[src/hw/rtl/emd_pkg.sv]
package emd_pkg;

  localparam int YearW   = 14;
  localparam int MonthW  = 4;
  localparam int DayW    = 5;
  localparam int HourW   = 5;
  localparam int MinuteW = 6;
  localparam int ResultW = 34;
  localparam int AccW    = 36;
  localparam int KW      = 11;
  localparam int DbW     = 9;
  localparam int StepW   = 4;

  // raw timestamp pair as taken from the input channel
  typedef struct packed {
    logic [YearW-1:0]   entry_year;
    logic [MonthW-1:0]  entry_month;
    logic [DayW-1:0]    entry_day;
    logic [HourW-1:0]   entry_hour;
    logic [MinuteW-1:0] entry_minute;
    logic [YearW-1:0]   exit_year;
    logic [MonthW-1:0]  exit_month;
    logic [DayW-1:0]    exit_day;
    logic [HourW-1:0]   exit_hour;
    logic [MinuteW-1:0] exit_minute;
  } item_t;

  typedef logic [StepW-1:0] step_t;

  typedef enum logic [3:0] {
    SRC_ZERO, SRC_A, SRC_B,
    SRC_XY, SRC_EY, SRC_DBX, SRC_DBE, SRC_DDX, SRC_DDE,
    SRC_XH, SRC_EH, SRC_XM, SRC_EM
  } src_t;

  typedef enum logic [2:0] {
    OP_LOAD, OP_ADD, OP_SUB, OP_MUL, OP_SAT
  } op_t;

  typedef enum logic [1:0] {
    K_365, K_1440, K_60
  } kmul_t;

  typedef enum logic {
    COND_NONE, COND_NEG
  } cond_t;

  typedef struct packed {
    src_t  src;
    op_t   op;
    kmul_t kmul;
    logic  to_b;
    cond_t cond;
    step_t target;
    logic  done;
    logic  set_err;
  } ctrl_word_t;

  typedef struct packed {
    logic load;
    logic we;
  } dp_ctl_t;

  typedef struct packed {
    logic                      neg;
    logic signed [ResultW-1:0] result;
  } dp_stat_t;

  localparam step_t StepErr = step_t'(15);

  function automatic ctrl_word_t cw_make(src_t s, op_t o, kmul_t k, logic to_b,
                                         cond_t c, step_t t, logic dn, logic er);
    ctrl_word_t w;
    w.src     = s;
    w.op      = o;
    w.kmul    = k;
    w.to_b    = to_b;
    w.cond    = c;
    w.target  = t;
    w.done    = dn;
    w.set_err = er;
    return w;
  endfunction

  function automatic logic [KW-1:0] kval(kmul_t k);
    case (k)
      K_365:   return KW'(365);
      K_1440:  return KW'(1440);
      K_60:    return KW'(60);
      default: return '0;
    endcase
  endfunction

  // month index 0..11, no leap years
  function automatic logic [DayW-1:0] month_len(logic [MonthW-1:0] mi);
    case (mi)
      4'd1:                      return DayW'(28);
      4'd3, 4'd5, 4'd8, 4'd10:   return DayW'(30);
      default:                   return DayW'(31);
    endcase
  endfunction

  function automatic logic [DbW-1:0] days_before(logic [MonthW-1:0] mi);
    case (mi)
      4'd0:    return DbW'(0);
      4'd1:    return DbW'(31);
      4'd2:    return DbW'(59);
      4'd3:    return DbW'(90);
      4'd4:    return DbW'(120);
      4'd5:    return DbW'(151);
      4'd6:    return DbW'(181);
      4'd7:    return DbW'(212);
      4'd8:    return DbW'(243);
      4'd9:    return DbW'(273);
      4'd10:   return DbW'(304);
      4'd11:   return DbW'(334);
      default: return DbW'(0);
    endcase
  endfunction

  function automatic logic [MonthW-1:0] month_index(logic [MonthW-1:0] m);
    if (m == '0) return '0;
    if (m > MonthW'(12)) return MonthW'(11);
    return m - MonthW'(1);
  endfunction

  // zero-based day of month after clamping to the month
  function automatic logic [DayW-1:0] day_offset(logic [MonthW-1:0] mi, logic [DayW-1:0] d);
    logic [DayW-1:0] len;
    len = month_len(mi);
    if (d == '0) return '0;
    if (d > len) return len - DayW'(1);
    return d - DayW'(1);
  endfunction

endpackage

[src/hw/rtl/emd_if.sv]
interface emd_in_if import emd_pkg::*; ();
  logic               valid;
  logic               ready;
  logic [YearW-1:0]   entry_year;
  logic [MonthW-1:0]  entry_month;
  logic [DayW-1:0]    entry_day;
  logic [HourW-1:0]   entry_hour;
  logic [MinuteW-1:0] entry_minute;
  logic [YearW-1:0]   exit_year;
  logic [MonthW-1:0]  exit_month;
  logic [DayW-1:0]    exit_day;
  logic [HourW-1:0]   exit_hour;
  logic [MinuteW-1:0] exit_minute;

  modport source (
    output valid, entry_year, entry_month, entry_day, entry_hour, entry_minute,
    output exit_year, exit_month, exit_day, exit_hour, exit_minute,
    input  ready
  );
  modport sink (
    input  valid, entry_year, entry_month, entry_day, entry_hour, entry_minute,
    input  exit_year, exit_month, exit_day, exit_hour, exit_minute,
    output ready
  );
endinterface

interface emd_out_if import emd_pkg::*; ();
  logic                      valid;
  logic                      ready;
  logic signed [ResultW-1:0] elapsed_minutes;
  logic                      order_error;

  modport source (output valid, elapsed_minutes, order_error, input ready);
  modport sink (input valid, elapsed_minutes, order_error, output ready);
endinterface

[src/hw/rtl/emd_ucode_rom.sv]
module emd_ucode_rom import emd_pkg::*; (
  input  step_t      step,
  output ctrl_word_t cw
);

  // a = day number of exit minus day number of entry, then scaled and
  // adjusted by the time of day difference
  always_comb begin
    case (step)
      4'd0:    cw = cw_make(SRC_XY,   OP_MUL,  K_365,  1'b0, COND_NONE, '0, 1'b0, 1'b0);
      4'd1:    cw = cw_make(SRC_DBX,  OP_ADD,  K_365,  1'b0, COND_NONE, '0, 1'b0, 1'b0);
      4'd2:    cw = cw_make(SRC_DDX,  OP_ADD,  K_365,  1'b0, COND_NONE, '0, 1'b0, 1'b0);
      4'd3:    cw = cw_make(SRC_EY,   OP_MUL,  K_365,  1'b1, COND_NONE, '0, 1'b0, 1'b0);
      4'd4:    cw = cw_make(SRC_B,    OP_SUB,  K_365,  1'b0, COND_NONE, '0, 1'b0, 1'b0);
      4'd5:    cw = cw_make(SRC_DBE,  OP_SUB,  K_365,  1'b0, COND_NONE, '0, 1'b0, 1'b0);
      // exit date before entry date
      4'd6:    cw = cw_make(SRC_DDE,  OP_SUB,  K_365,  1'b0, COND_NEG, StepErr, 1'b0, 1'b0);
      4'd7:    cw = cw_make(SRC_A,    OP_MUL,  K_1440, 1'b0, COND_NONE, '0, 1'b0, 1'b0);
      4'd8:    cw = cw_make(SRC_XH,   OP_MUL,  K_60,   1'b1, COND_NONE, '0, 1'b0, 1'b0);
      4'd9:    cw = cw_make(SRC_B,    OP_ADD,  K_60,   1'b0, COND_NONE, '0, 1'b0, 1'b0);
      4'd10:   cw = cw_make(SRC_EH,   OP_MUL,  K_60,   1'b1, COND_NONE, '0, 1'b0, 1'b0);
      4'd11:   cw = cw_make(SRC_B,    OP_SUB,  K_60,   1'b0, COND_NONE, '0, 1'b0, 1'b0);
      4'd12:   cw = cw_make(SRC_XM,   OP_ADD,  K_60,   1'b0, COND_NONE, '0, 1'b0, 1'b0);
      4'd13:   cw = cw_make(SRC_EM,   OP_SUB,  K_60,   1'b0, COND_NONE, '0, 1'b0, 1'b0);
      4'd14:   cw = cw_make(SRC_A,    OP_SAT,  K_60,   1'b0, COND_NONE, '0, 1'b1, 1'b0);
      4'd15:   cw = cw_make(SRC_ZERO, OP_LOAD, K_60,   1'b0, COND_NONE, '0, 1'b1, 1'b1);
      default: cw = cw_make(SRC_ZERO, OP_LOAD, K_60,   1'b0, COND_NONE, '0, 1'b1, 1'b1);
    endcase
  end

endmodule

[src/hw/rtl/emd_datapath.sv]
module emd_datapath import emd_pkg::*; (
  input  logic       clk,
  input  item_t      item,
  input  dp_ctl_t    ctl,
  input  ctrl_word_t cw,
  output dp_stat_t   stat
);

  localparam logic signed [AccW-1:0] SatMax = AccW'(64'd8589934591);

  logic [YearW-1:0]   xy, ey;
  logic [DbW-1:0]     dbx, dbe;
  logic [DayW-1:0]    ddx, dde;
  logic [HourW-1:0]   xh, eh;
  logic [MinuteW-1:0] xm, em;

  logic signed [AccW-1:0]    a, b;
  logic signed [AccW-1:0]    opnd, alu;
  logic signed [AccW+KW:0]   prod;
  logic [MonthW-1:0]         mi_x, mi_e;

  assign mi_x = month_index(item.exit_month);
  assign mi_e = month_index(item.entry_month);

  always_ff @(posedge clk) begin
    if (ctl.load) begin
      xy  <= item.exit_year;
      ey  <= item.entry_year;
      dbx <= days_before(mi_x);
      dbe <= days_before(mi_e);
      ddx <= day_offset(mi_x, item.exit_day);
      dde <= day_offset(mi_e, item.entry_day);
      xh  <= item.exit_hour;
      eh  <= item.entry_hour;
      xm  <= item.exit_minute;
      em  <= item.entry_minute;
    end
  end

  always_comb begin
    case (cw.src)
      SRC_A:   opnd = a;
      SRC_B:   opnd = b;
      SRC_XY:  opnd = AccW'(xy);
      SRC_EY:  opnd = AccW'(ey);
      SRC_DBX: opnd = AccW'(dbx);
      SRC_DBE: opnd = AccW'(dbe);
      SRC_DDX: opnd = AccW'(ddx);
      SRC_DDE: opnd = AccW'(dde);
      SRC_XH:  opnd = AccW'(xh);
      SRC_EH:  opnd = AccW'(eh);
      SRC_XM:  opnd = AccW'(xm);
      SRC_EM:  opnd = AccW'(em);
      default: opnd = '0;
    endcase
  end

  assign prod = opnd * $signed({1'b0, kval(cw.kmul)});

  always_comb begin
    case (cw.op)
      OP_LOAD: alu = opnd;
      OP_ADD:  alu = a + opnd;
      OP_SUB:  alu = a - opnd;
      OP_MUL:  alu = prod[AccW-1:0];
      OP_SAT:  alu = (opnd > SatMax) ? SatMax : opnd;
      default: alu = opnd;
    endcase
  end

  always_ff @(posedge clk) begin
    if (ctl.we) begin
      if (cw.to_b) begin
        b <= alu;
      end else begin
        a <= alu;
      end
    end
  end

  assign stat.neg    = alu[AccW-1];
  assign stat.result = alu[ResultW-1:0];

endmodule

[src/hw/rtl/emd_seq.sv]
module emd_seq import emd_pkg::*; (
  input  logic                      clk,
  input  logic                      rst,
  input  logic                      req_valid,
  output logic                      req_ready,
  output logic                      rsp_valid,
  input  logic                      rsp_ready,
  output logic signed [ResultW-1:0] rsp_minutes,
  output logic                      rsp_error,
  input  ctrl_word_t                cw,
  input  dp_stat_t                  stat,
  output step_t                     step,
  output dp_ctl_t                   ctl
);

  logic busy;
  logic out_free;
  logic finish;

  assign req_ready = !busy;
  assign out_free  = !rsp_valid || rsp_ready;
  // the last step waits while the result register is still held
  assign finish    = busy && cw.done && out_free;

  assign ctl.load = req_valid && req_ready;
  assign ctl.we   = busy && (!cw.done || out_free);

  always_ff @(posedge clk) begin
    if (rst) begin
      busy <= 1'b0;
      step <= '0;
    end else if (ctl.load) begin
      busy <= 1'b1;
      step <= '0;
    end else if (finish) begin
      busy <= 1'b0;
    end else if (busy && !cw.done) begin
      if (cw.cond == COND_NEG && stat.neg) begin
        step <= cw.target;
      end else begin
        step <= step + step_t'(1);
      end
    end
  end

  always_ff @(posedge clk) begin
    if (rst) begin
      rsp_valid <= 1'b0;
    end else if (finish) begin
      rsp_valid <= 1'b1;
    end else if (rsp_ready) begin
      rsp_valid <= 1'b0;
    end
  end

  always_ff @(posedge clk) begin
    if (finish) begin
      rsp_minutes <= stat.result;
      rsp_error   <= cw.set_err;
    end
  end

endmodule

[src/hw/rtl/elapsed_minutes_between_dates.sv]
// channel | dir | handshake     | payload
// req     | in  | valid / ready | entry and exit year, month, day, hour, minute
// rsp     | out | valid / ready | elapsed_minutes, order_error
//
// one transaction at a time through a 16-step microprogram over one shared alu
// a normal transaction runs the microprogram through to its saturating step,
// one whose exit date lies before the entry date branches to the error step
// the result register lets a new transaction in while the last result waits
// the final step stalls while the result register is full
// rst is synchronous and clears the sequencer and result valid
module elapsed_minutes_between_dates import emd_pkg::*; (
  input  logic      clk,
  input  logic      rst,
  emd_in_if.sink    req,
  emd_out_if.source rsp
);

  item_t      item;
  step_t      step;
  ctrl_word_t cw;
  dp_ctl_t    ctl;
  dp_stat_t   stat;

  assign item.entry_year   = req.entry_year;
  assign item.entry_month  = req.entry_month;
  assign item.entry_day    = req.entry_day;
  assign item.entry_hour   = req.entry_hour;
  assign item.entry_minute = req.entry_minute;
  assign item.exit_year    = req.exit_year;
  assign item.exit_month   = req.exit_month;
  assign item.exit_day     = req.exit_day;
  assign item.exit_hour    = req.exit_hour;
  assign item.exit_minute  = req.exit_minute;

  emd_ucode_rom u_rom (
    .step (step),
    .cw   (cw)
  );

  emd_datapath u_dp (
    .clk  (clk),
    .item (item),
    .ctl  (ctl),
    .cw   (cw),
    .stat (stat)
  );

  emd_seq u_seq (
    .clk         (clk),
    .rst         (rst),
    .req_valid   (req.valid),
    .req_ready   (req.ready),
    .rsp_valid   (rsp.valid),
    .rsp_ready   (rsp.ready),
    .rsp_minutes (rsp.elapsed_minutes),
    .rsp_error   (rsp.order_error),
    .cw          (cw),
    .stat        (stat),
    .step        (step),
    .ctl         (ctl)
  );

endmodule

[src/flat_wrapper.sv]
// flat-port wrapper written by rule: the top's interface ports become plain ports
module elapsed_minutes_between_dates_flat import emd_pkg::*;
  (clk, rst, req_valid, req_entry_year, req_entry_month, req_entry_day, req_entry_hour, req_entry_minute, req_exit_year, req_exit_month, req_exit_day, req_exit_hour, req_exit_minute, req_ready, rsp_valid, rsp_elapsed_minutes, rsp_order_error, rsp_ready);
  emd_in_if req_i ();
  emd_out_if rsp_i ();
  input  logic clk;
  input  logic rst;
  input wire logic [$bits(req_i.valid)-1:0] req_valid;
  input wire logic [$bits(req_i.entry_year)-1:0] req_entry_year;
  input wire logic [$bits(req_i.entry_month)-1:0] req_entry_month;
  input wire logic [$bits(req_i.entry_day)-1:0] req_entry_day;
  input wire logic [$bits(req_i.entry_hour)-1:0] req_entry_hour;
  input wire logic [$bits(req_i.entry_minute)-1:0] req_entry_minute;
  input wire logic [$bits(req_i.exit_year)-1:0] req_exit_year;
  input wire logic [$bits(req_i.exit_month)-1:0] req_exit_month;
  input wire logic [$bits(req_i.exit_day)-1:0] req_exit_day;
  input wire logic [$bits(req_i.exit_hour)-1:0] req_exit_hour;
  input wire logic [$bits(req_i.exit_minute)-1:0] req_exit_minute;
  output wire logic [$bits(req_i.ready)-1:0] req_ready;
  output wire logic [$bits(rsp_i.valid)-1:0] rsp_valid;
  output wire logic [$bits(rsp_i.elapsed_minutes)-1:0] rsp_elapsed_minutes;
  output wire logic [$bits(rsp_i.order_error)-1:0] rsp_order_error;
  input wire logic [$bits(rsp_i.ready)-1:0] rsp_ready;
  assign req_i.valid = req_valid;
  assign req_i.entry_year = req_entry_year;
  assign req_i.entry_month = req_entry_month;
  assign req_i.entry_day = req_entry_day;
  assign req_i.entry_hour = req_entry_hour;
  assign req_i.entry_minute = req_entry_minute;
  assign req_i.exit_year = req_exit_year;
  assign req_i.exit_month = req_exit_month;
  assign req_i.exit_day = req_exit_day;
  assign req_i.exit_hour = req_exit_hour;
  assign req_i.exit_minute = req_exit_minute;
  assign req_ready = req_i.ready;
  assign rsp_valid = rsp_i.valid;
  assign rsp_elapsed_minutes = rsp_i.elapsed_minutes;
  assign rsp_order_error = rsp_i.order_error;
  assign rsp_i.ready = rsp_ready;
  elapsed_minutes_between_dates u_core (.clk(clk), .rst(rst), .req(req_i), .rsp(rsp_i));
endmodule
[config.mk]
export PLATFORM = sky130hd
export DESIGN_NAME = elapsed_minutes_between_dates_flat
export DESIGN_NICKNAME = d
export VERILOG_FILES = /design/src/hw/rtl/emd_pkg.sv /design/src/hw/rtl/emd_if.sv /design/src/hw/rtl/emd_ucode_rom.sv /design/src/hw/rtl/emd_datapath.sv /design/src/hw/rtl/emd_seq.sv /design/src/hw/rtl/elapsed_minutes_between_dates.sv /design/src/flat_wrapper.sv
export SDC_FILE = /design/constraint.sdc
export NUM_CORES = 1
export LEC_CHECK = 0
export BUFFER_PORTS_ARGS = -buffer_cell sky130_fd_sc_hd__buf_2
export CAP_MARGIN = 20
export CORE_UTILIZATION = 35
export DETAILED_ROUTE_END_ITERATION = 16
export HOLD_SLACK_MARGIN = 0.06
export PLACE_DENSITY = 0.54
export SYNTH_ARGS = -nofsm -noshare
export SYNTH_HDL_FRONTEND = slang
export SYNTH_SLANG_ARGS = --single-unit
export TNS_END_PERCENT = 50
[constraint.sdc]
create_clock -name clk -period 8.34 [get_ports clk]
set_input_delay 0.417 -clock clk [delete_from_list [all_inputs] [get_ports clk]]
set_output_delay 0.417 -clock clk [all_outputs]
set_load 0.02 [all_outputs]
# Yosys cells after proc, flatten, opt, wreduce, memory -nomap -nowiden
# Memory sizes are Yosys's and may differ from the RTL's. A register that Yosys moved wholly into a read port is not among the register bits.
# Cells that the tools add are included.
# classes
add_sub_neg,9
mul,1
order_cmp,5
eq_ne,28
n_mux,47
n_bitwise,2
n_reduce_logical,24
# ops
operator,count
$pmux W36 S12,1
$pmux W36 S4,1
$mux W5,10
$mux W4,11
$add A36 B36 Y36,1
$eq A4 B4 Y1 const B,9
$gt A36 B34 Y1 const B,1
$mul A36 B12 Y36,1
$mux W36,1
$sub A36 B36 Y36,1
$pmux W11 S3,1
$eq A4 B3 Y1 const B,6
$mux W1,20
$sub A5 B1 Y5 const B,4
$eq A4 B2 Y1 const B,4
$eq A4 B1 Y1 const B,3
$gt A5 B5 Y1,2
$logic_not A5 Y1,2
$gt A4 B4 Y1 const B,2
$logic_not A4 Y1,2
$pmux W2 S2,2
$reduce_or A4 Y1,2
$sub A4 B1 Y4 const B,2
$eq A3 B2 Y1 const B,2
other kinds (13),25
# word_totals
register_bits,173
mem_bits_ro,560
inputBits,72
output_inout_bits,37
wordCells,134
memories,3
# memory_table
memory,depth,width,rd,rd_clocked_by_memory_dff,wr,line_no,source
(name not given),16,17,1,1,0,emd_ucode_rom.sv:9,case (step)
(name not given),16,9,1,1,0,emd_pkg.sv:104,case (mi)
(name not given),16,9,1,1,0,emd_pkg.sv:104,

# Depth between registers and ports, before layout
# Gate-level depths: netlist (run 1).
# depth
ltp_word,15
ltp_mapped,37
depth_no_buf,34

# Hierarchy
# Synthesis (run 1) repeated with hierarchy kept, for this count alone.
# unflattened
cells_unflattened,2296
area_unflattened_um2,21404.3
# modules_own_cells
mod,n_inst,cells_each,area_per_inst_um2,seq_area_each_um2
emd_datapath,1,2173,19657.6,4504.3
emd_seq,1,76,1395.1,1171.1
emd_ucode_rom,1,47,351.6,0.0

# Worst setup path before layout (run 1)
# OpenSTA, ideal clock, no wires.
# synth_path
kind,reg-to-reg
startpoint,register u_core.u_rom.cw[14] (netlist name)
endpoint,register u_core.u_rom.cw[10] (netlist name)
setup_ns,0.129
arrival_time_ns,7.553
required_time_ns,8.211
path_slack_ns,0.658
stages_incl_launch_ff,34
path_buffers,1
period_less_slack_ns,7.682
cell_sequence,dfxtp_1 -> buf_2 -> mux2_1 -> a32o_1 -> a221oi_2 -> o211ai_2 -> nand2_1 -> inv_1 -> nor2_1 -> fa_1 -> fa_1 -> fa_1 -> inv_1 -> fa_1 -> inv_1 -> fa_1 -> inv_1 -> ha_1 -> o21a_1 -> o21a_1 -> a2111oi_0 -> nor3b_1 -> a21oi_1 -> o311ai_0 -> xnor2_1 -> o22ai_2 -> o21ai_2 -> a21o_1 -> nor2_1 -> inv_1 -> ha_1 -> nor2_1 -> nor4b_1 -> a211oi_1
# synth_via
elab_chain_len,9
elab_cells_between_ends,23
cone_classes,add/sub: 2; mul: 1; order compare: 1; eq/ne: 12; mux: 6; reduce/logical: 1
# synth_lines
element,line_no,source
$eq A4 B4 Y1 (tied with other cells),emd_datapath.sv:41,case (cw.src)
$pmux W36 S12 (*),emd_datapath.sv:41,
"parallel branches: the longest is 2 deep, another holds $mul A36 B12 Y36",--,
$pmux W36 S4 (*),emd_datapath.sv:61,case (cw.op)
$logic_and A1 B1 Y1 (*),emd_seq.sv:38,if (cw.cond == COND_NEG && stat.neg) begin
$mux W4 (*),emd_seq.sv:38,
$mux W4 (no source line) (*) (2 in series),--,
# Mark *: on every way between the ends.
# A chain may end at the register's enable or synchronous reset.

# Worst setup path in the final report (run 1)
# layout_path
startpoint,register u_core.u_rom.cw[16] (netlist name)
endpoint,register u_core.u_rom.cw[11] (netlist name)
# layout_via
elab_chain_len,9
elab_cells_between_ends,23
cone_classes,add/sub: 2; mul: 1; order compare: 1; eq/ne: 12; mux: 6; reduce/logical: 1
# layout_lines
element,line_no
$eq A4 B4 Y1 (tied with other cells),emd_datapath.sv:41
$pmux W36 S12 (*),emd_datapath.sv:41
"parallel branches: the longest is 2 deep, another holds $mul A36 B12 Y36",--
$pmux W36 S4 (*),emd_datapath.sv:61
$logic_and A1 B1 Y1 (*),emd_seq.sv:38
$mux W4 (*),emd_seq.sv:38
$mux W4 (no source line) (*) (2 in series),--
# Marks and branches as above.

==> results of run 1 <==
[worst paths after layout]
path	startpoint	endpoint	slack, ns
max	u_core.u_rom.cw[16]	u_core.u_rom.cw[11]	0.31
min	req_entry_year[1]	u_core.u_dp.ey[1]	0.08
max reg2reg	u_core.u_rom.cw[16]	u_core.u_rom.cw[11]	0.31
min reg2reg	u_core.u_rom.cw[0]	u_core.u_seq.rsp_error	0.41
[placed cells by master (no fill, tap or decap), types with 15 or more instances in the layout]
cell type and n:
sky130_fd_sc_hd__inv_1 395, sky130_fd_sc_hd__nor2_1 211, sky130_fd_sc_hd__fa_1 196, sky130_fd_sc_hd__edfxtp_1 185, sky130_fd_sc_hd__nand2_1 174, sky130_fd_sc_hd__ha_1 170, sky130_fd_sc_hd__buf_4 132, sky130_fd_sc_hd__a21oi_1 126
sky130_fd_sc_hd__buf_2 108, sky130_fd_sc_hd__o21ai_0 72, sky130_fd_sc_hd__xnor2_1 67, sky130_fd_sc_hd__dlygate4sd3_1 49, sky130_fd_sc_hd__xor2_1 40, sky130_fd_sc_hd__a21o_1 34, sky130_fd_sc_hd__nor3_1 31, sky130_fd_sc_hd__mux2i_1 29
sky130_fd_sc_hd__nor2b_1 26, sky130_fd_sc_hd__nand3_1 26, sky130_fd_sc_hd__clkbuf_16 24, sky130_fd_sc_hd__a22oi_1 23, sky130_fd_sc_hd__o21a_1 22, sky130_fd_sc_hd__nand2b_1 21, sky130_fd_sc_hd__a31oi_1 21, sky130_fd_sc_hd__a22o_1 21
sky130_fd_sc_hd__nand3b_1 17, sky130_fd_sc_hd__a211oi_1 17, sky130_fd_sc_hd__and2_1 16, sky130_fd_sc_hd__a221oi_1 15
[through the flow]
stage	power (µW)	setup slack, ns	TNS, ns	hold slack (ns)	cells
global route	11700	-0.0101	-0.0145	0.0767	3352
finish	10800	0.309	0	0.0829	3352
CTS	10500	0.0382	0	0.0601	3342
detailed placement	9290	0.0758	0	0.396	3253
global placement	9220	0.000215	0	0.397	3253
floorplan	6810	0.658	0	0.386	2324
[sequential cells by signal, indices dropped and copies added (netlist names), 4 cells and up]
signal,cells
u_core.u_dp.b,36
u_core.u_dp.dde,5
u_core.u_dp.dbx,9
u_core.u_dp.ddx,5
u_core.u_dp.xy,14
u_core.u_dp.xm,6
u_core.u_dp.eh,5
u_core.u_dp.a,36
u_core.u_dp.ey,14
u_core.u_seq.rsp_minutes,34
u_core.u_dp.em,6
u_core.u_dp.dbe,9
u_core.u_rom.cw,13
u_core.u_seq.step,4
u_core.u_dp.xh,5
[power breakdown]
part / internal [µW] / switching (µW)
clock: 663 / 447
sequential: 1700 / 87.5
combinational: 3290 / 4620
total: 5660 / 5160
[cell families (layout without fill, tap and decap cells)]
family,after synthesis,count (layout)
AND/OR/NAND/NOR,628,628
AO/OA/AOI/OAI,491,491
buffers and inverters,488,734
adder cells (fa/ha/maj),369,369
flip-flops,204,204
XOR/XNOR,108,108
multiplexers,36,36
[routing by layer]
layer / vias up / wire length (µm) / track usage
met3: 90 / 3490 / 0.0196
met4: 0 / 1580 / 0.0531
met2: 548 / 32200 / 0.366
li1: 8342 / - / -
met1: 8720 / 30400 / 0.296
met5: - / 0 / 0
[cell type report]
cell class | count | area (µm²)
tap | 782 | 978
multi-input combinational | 1632 | 14000
clock inverter | 14 | 210
clock buffer | 26 | 587
sequential | 204 | 5950
timing repair buffer | 296 | 2160
fill | 5914 | 35400
inverter | 398 | 1490
[worst reg2reg max path, delay by kind of cell, from the launching register on]
family	cells	cell delay, ns
adders and majority gates	6	2.89
AOI/OAI and AO/OA	9	1.88
buffers and inverters	10	1.33
and+or+nand+nor	5	1.17
DFF	1	0.37
muxes	1	0.19
xor gates and xnor gates	1	0.09
[what timing repair did]
item | in CTS | in global routing
hold endpoints to repair | 49 | 0
endpoints found under the setup margin | 0 | 43
gates resized for setup | 0 | 50
setup buffers | 0 | 8
hold buffers | 49 | 0
==> impl_metrics.tcl, run 1 <==
set metrics [dict create \
    final_core_utilization 0.418 \
    worst_hold_path_type "primary input to flop" \
    finalNetCount 2995 \
    yosysWarningCount 0 \
    route.detailed.vias_per_inst 5.28 \
    hold_viol_final 0 \
    detail_route.wl_per_cell_um 20.2 \
    run_status "complete, no violations" \
    io_pins 109 \
    start_kind "flop" \
    synth.top_cells.by_count "397 x sky130_fd_sc_hd__inv_1, 225 x sky130_fd_sc_hd__nor2_1, 198 x sky130_fd_sc_hd__fa_1, 185 x sky130_fd_sc_hd__edfxtp_1, 176 x sky130_fd_sc_hd__nand2_1" \
    first_drt_iteration_drcs 1278 \
    crit_path_max_fanout 8 \
    via_count 17700 \
    worstPathBufferInverterCount 10 \
    synth_compound_gate_area_share 0.155 \
    drt_first_pass_iters 6 \
    io_buffers 108 \
    synth_fa_ha_area_frac 0.282 \
    synth_largest_area_cell "sky130_fd_sc_hd__edfxtp_1" \
    clock_sink_count 204 \
    synth-simple-area-share 0.139 \
    worst_clock_skew_ns 0.0138 \
    yosysMostFrequentCell "sky130_fd_sc_hd__inv_1" \
    first_global_vias 18200 \
    worst-endpoint-arrival_ns 8.46 \
    timing.setup.critical_path_class "flop to flop" \
    ys_seq_elements 204 \
    ys_top_cells_by_area "sky130_fd_sc_hd__edfxtp_1 26%, sky130_fd_sc_hd__fa_1 18%, sky130_fd_sc_hd__ha_1 9.8%" \
    die_y_um 250 \
    globalRouteTotalUtil 0.216 \
    htree_num_levels 1 \
    max-slew-margin-rel 0.369 \
    synth_top_family_by_area "adder cells" \
    max_cap_violations 0 \
    grt_max_degree 69 \
    synth-xor-area-share 0.0444 \
    power.static_leakage_uw 0.0115 \
    drv_slew 0 \
    initial_core_utilization 0.356 \
    crit_family "adder cells" \
    totalWireLength_mm 67.7 \
    cp_data_required_time_ns 8.77 \
    synthDominantCellAreaShare 0.257 \
    core_region_area_um2 60700 \
    ys_seq_area_frac 0.275 \
    cpPeakStageDelay_ns 0.56 \
    path_depth 32 \
    clk_path_buf_depth 3 \
    count_of_antenna_violating_nets_left_after_detailed_routing 0 \
    final_design_area_no_fill_um2 25300 \
    syn_avg_cell_area_um2 9.30 \
    yosys_most_used_dff "sky130_fd_sc_hd__edfxtp_1" \
    standard_cell_with_the_maximum_stage_delay_on_the_critical_path "sky130_fd_sc_hd__fa_1" \
    yosys.cell_types.count 97 \
    initial_antenna_violation_count 0 \
    grt_pass1_wl_mm 106 \
    n_antenna_cell 0 \
    synth_async_sr_flop_share 0 \
    yosys-mux-area-fraction 0.0171 \
    syn_nets 2764 \
    tritoncts "done" \
    layout-drive-gt1-share 0.143 \
    fp-row-count 90 \
    place_hpwl_mm 53.6 \
    layout-area-overhead-vs-synth_pct 17.3 \
    synth-edff-count 185 \
    worst_setup_path_end_kind "flop" \
    post_synth_instance_area_um2 21600 \
    dieWidth_um 250 \
    cts_buffers 23 \
    tightestPinTransition_ns 0.945 \
    final.period_utilization 0.963 \
    critPathMostFrequentCell "sky130_fd_sc_hd__buf_4" \
    globalplace.congestion 0.941 \
    die_ar_um2 62700 \
    ctsRootBufferMaster "sky130_fd_sc_hd__clkbuf_16" \
    worst_skew_pair.late_latency_ns 0.55 \
    synthesis.instances 2324 \
    tmin_final_ns 8.03 \
    post-route-drc-count 0 \
    timing.reg2reg.worst_path_depth 32 \
    post_dp_area_um2 23800 \
    hold-path-cell-count 1 \
    path_clk_slew_ns 0.07 \
    remaining_overflow_grt 0 \
    maxClockFrequency_mhz 125 \
    setup_violations 0 \
    pwr_density_cell_nw_per_um2 427 \
    vdd_ir_drop_max_uv 400 \
]
Power figures use the tool's default switching activity.
==> run 2: changes to the inputs <==
- PLACE_DENSITY: 0.54 -> 0.56
- clock period: 8.34 -> 6.9 ns (I/O delays scaled with it)
==> run 2 against run 1 <==
The run now ends with negative setup slack left; global-route usage increased by 0.98 points; sequential power increased by 20%; highest routed layer unchanged; non-clock buffer count is 301 higher; routed wire length increased by 4.1%; final area grew 14%; utilization is 5.8 points higher.
==> impl_metrics.tcl, run 2 (synthesized netlist as in run 1, its figures left out) <==
set metrics [dict create \
    htree_num_levels 1 \
    setup_violations 55 \
    layout-area-overhead-vs-synth_pct 33.6 \
    max-slew-margin-rel 0.328 \
    count_of_antenna_violating_nets_left_after_detailed_routing 0 \
    maxClockFrequency_mhz 134 \
    worst_hold_path_type "primary input to flop" \
    placement.setup.worst_slack_ns -0.984 \
    fp-row-count 90 \
    post-route-drc-count 0 \
    share_clk_of_total_power 0.079 \
    crit_family "adder cells" \
    cp_data_required_time_ns 7.31 \
    power.share.combinational 0.781 \
    grt_setup_unrepaired "true" \
    place_hpwl_mm 56.0 \
    io_pins 109 \
    drt_first_pass_iters 7 \
    tightestPinTransition_ns 1.00 \
    finalNetCount 3295 \
    switchingPower_uw 6930 \
    worst-endpoint-arrival_ns 7.87 \
    worst-r2r-setup-slack_ns -0.56 \
    path_clk_slew_ns 0.07 \
    globalplace.congestion 0.937 \
    ctsRootBufferMaster "sky130_fd_sc_hd__clkbuf_16" \
    detail_route.wl_per_cell_um 19.3 \
    failed_checks "negative setup slack" \
    setup_ws_ns -0.562 \
    drv_slew 0 \
    swShare 0.450 \
    first_drt_iteration_drcs 1317 \
    die_ar_um2 62700 \
    worstPathBufferInverterCount 8 \
    biggestRegsByFlops "u_core.u_dp.a: 36 flops, u_core.u_dp.b: 36 flops, u_core.u_seq.rsp_minutes: 34 flops" \
    cpPeakStageDelay_ns 0.53 \
    io_buffers 108 \
    final_design_area_no_fill_um2 28900 \
    power.static_leakage_uw 0.0132 \
    worst_setup_path_end_kind "flop" \
    final_core_utilization 0.476 \
    clock_sink_count 204 \
    vdd_ir_drop_max_uv 575 \
    fillerInstances 5674 \
    initial_antenna_violation_count 0 \
    n_antenna_cell 0 \
    worst_clock_skew_ns 0.0133 \
    route.detailed.vias_per_inst 5.15 \
    clk_path_buf_depth 3 \
    multi_input_combinational_cell_area_um2 15000 \
    total_power_uw 15400 \
    final.period_utilization 1.08 \
    timing.setup.critical_path_class "flop to flop" \
    pwr_density_cell_nw_per_um2 534 \
    hold_viol_final 0 \
    pwr-share-seq 0.139 \
    initial_core_utilization 0.356 \
    instances_no_fill 3652 \
    die_y_um 250 \
    standard_cell_with_the_maximum_stage_delay_on_the_critical_path "sky130_fd_sc_hd__fa_1" \
    crit_path_max_fanout 13 \
    globalRouteTotalUtil 0.226 \
    layout.cells.most_common "sky130_fd_sc_hd__buf_4" \
    grt_max_degree 79 \
    cts_buffers 22 \
    critPathMostFrequentCell "sky130_fd_sc_hd__fa_1" \
    mostFrequentLayoutCells "386 x sky130_fd_sc_hd__buf_4, 370 x sky130_fd_sc_hd__inv_1, 185 x sky130_fd_sc_hd__edfxtp_1" \
    tmin_final_ns 7.46 \
    first_global_vias 19600 \
    via_count 18800 \
    start_kind "flop" \
    power.internal_uw 8470 \
    layout-drive-gt1-share 0.297 \
    place.detailed.instances 3511 \
    totalWireLength_mm 70.5 \
    max_cap_violations 0 \
    core_region_area_um2 60700 \
    worst_skew_pair.late_latency_ns 0.53 \
    regArea_um2 5950 \
    run_status "finished with violations" \
    tritoncts "done" \
    post_dp_area_um2 26200 \
    grt_pass1_wl_mm 110 \
    dieWidth_um 250 \
    remaining_overflow_grt 0 \
]
==> run 2: routing by layer <==
layer / wire, µm / track usage / up-vias
met4: 2520 / 0.0727 / 0
met5: 0 / 0 / -
met2: 33300 / 0.381 / 573
met3: 3720 / 0.0276 / 113
li1: - / - / 8946
met1: 31000 / 0.300 / 9159
==> run 2: power by group through the flow <==
stage	Combinational [µW]	Sequential, µW	Clock (µW)
finish	12000	2140	1220
floorplan	6830	2120	0
detailed placement	10700	2170	0
CTS	11500	2140	1250
global placement	10600	2170	0
global route	13200	2160	1290
==> run 2: through the flow <==
| stage | TNS, ns | hold slack, ns |
|---|---|---|
| after CTS | -15.93 | 0.0979 |
| after global routing | -29.60 | 0.137 |
| after detailed placement | -38.38 | 0.395 |
| final | -14.47 | 0.113 |
| after floorplan | -0.0533 | 0.386 |
| after global placement | -36.47 | 0.394 |
==> run 2: worst paths after layout <==
kind | cells past startpoint | startpoint | end
setup / recovery | 34 | u_core.u_rom.cw[14] | u_core.u_rom.cw[10]
hold / removal | 3 | req_valid | u_core.u_seq.busy
setup reg to reg | 34 | u_core.u_rom.cw[14] | u_core.u_rom.cw[10]
hold reg to reg | 0 | u_core.u_rom.cw[0] | u_core.u_seq.rsp_error
==> run 2: worst reg2reg max path, delay by kind of cell, from the launching register on <==
family	cells	cell delay, ns
compound gates	11	2.26
xor+xnor	1	0.17
fa+ha+maj	7	2.83
buf+inv	8	0.85
flops	1	0.39
simple gates	7	0.86
==> run 2: what timing repair did <==
action / 4_1_cts / 5_1_grt
endpoints found under the setup margin: 72 / 75
hold endpoints to repair: 52 / 0
gates resized for setup: 162 / 100
pin swaps: 80 / 77
buffers inserted: 38 / 20
gates cloned: 1 / 0
hold buffers: 51 / 0
==> run 2: area by class of cell <==
class                   instances  area share
multi-input cells            1632       0.521
flip-flops and latches        204       0.206
inverters                     398      0.0522
clock inverters                13     0.00516
repair buffers                597       0.161
clock buffers                  26      0.0203
well taps                     782      0.0339
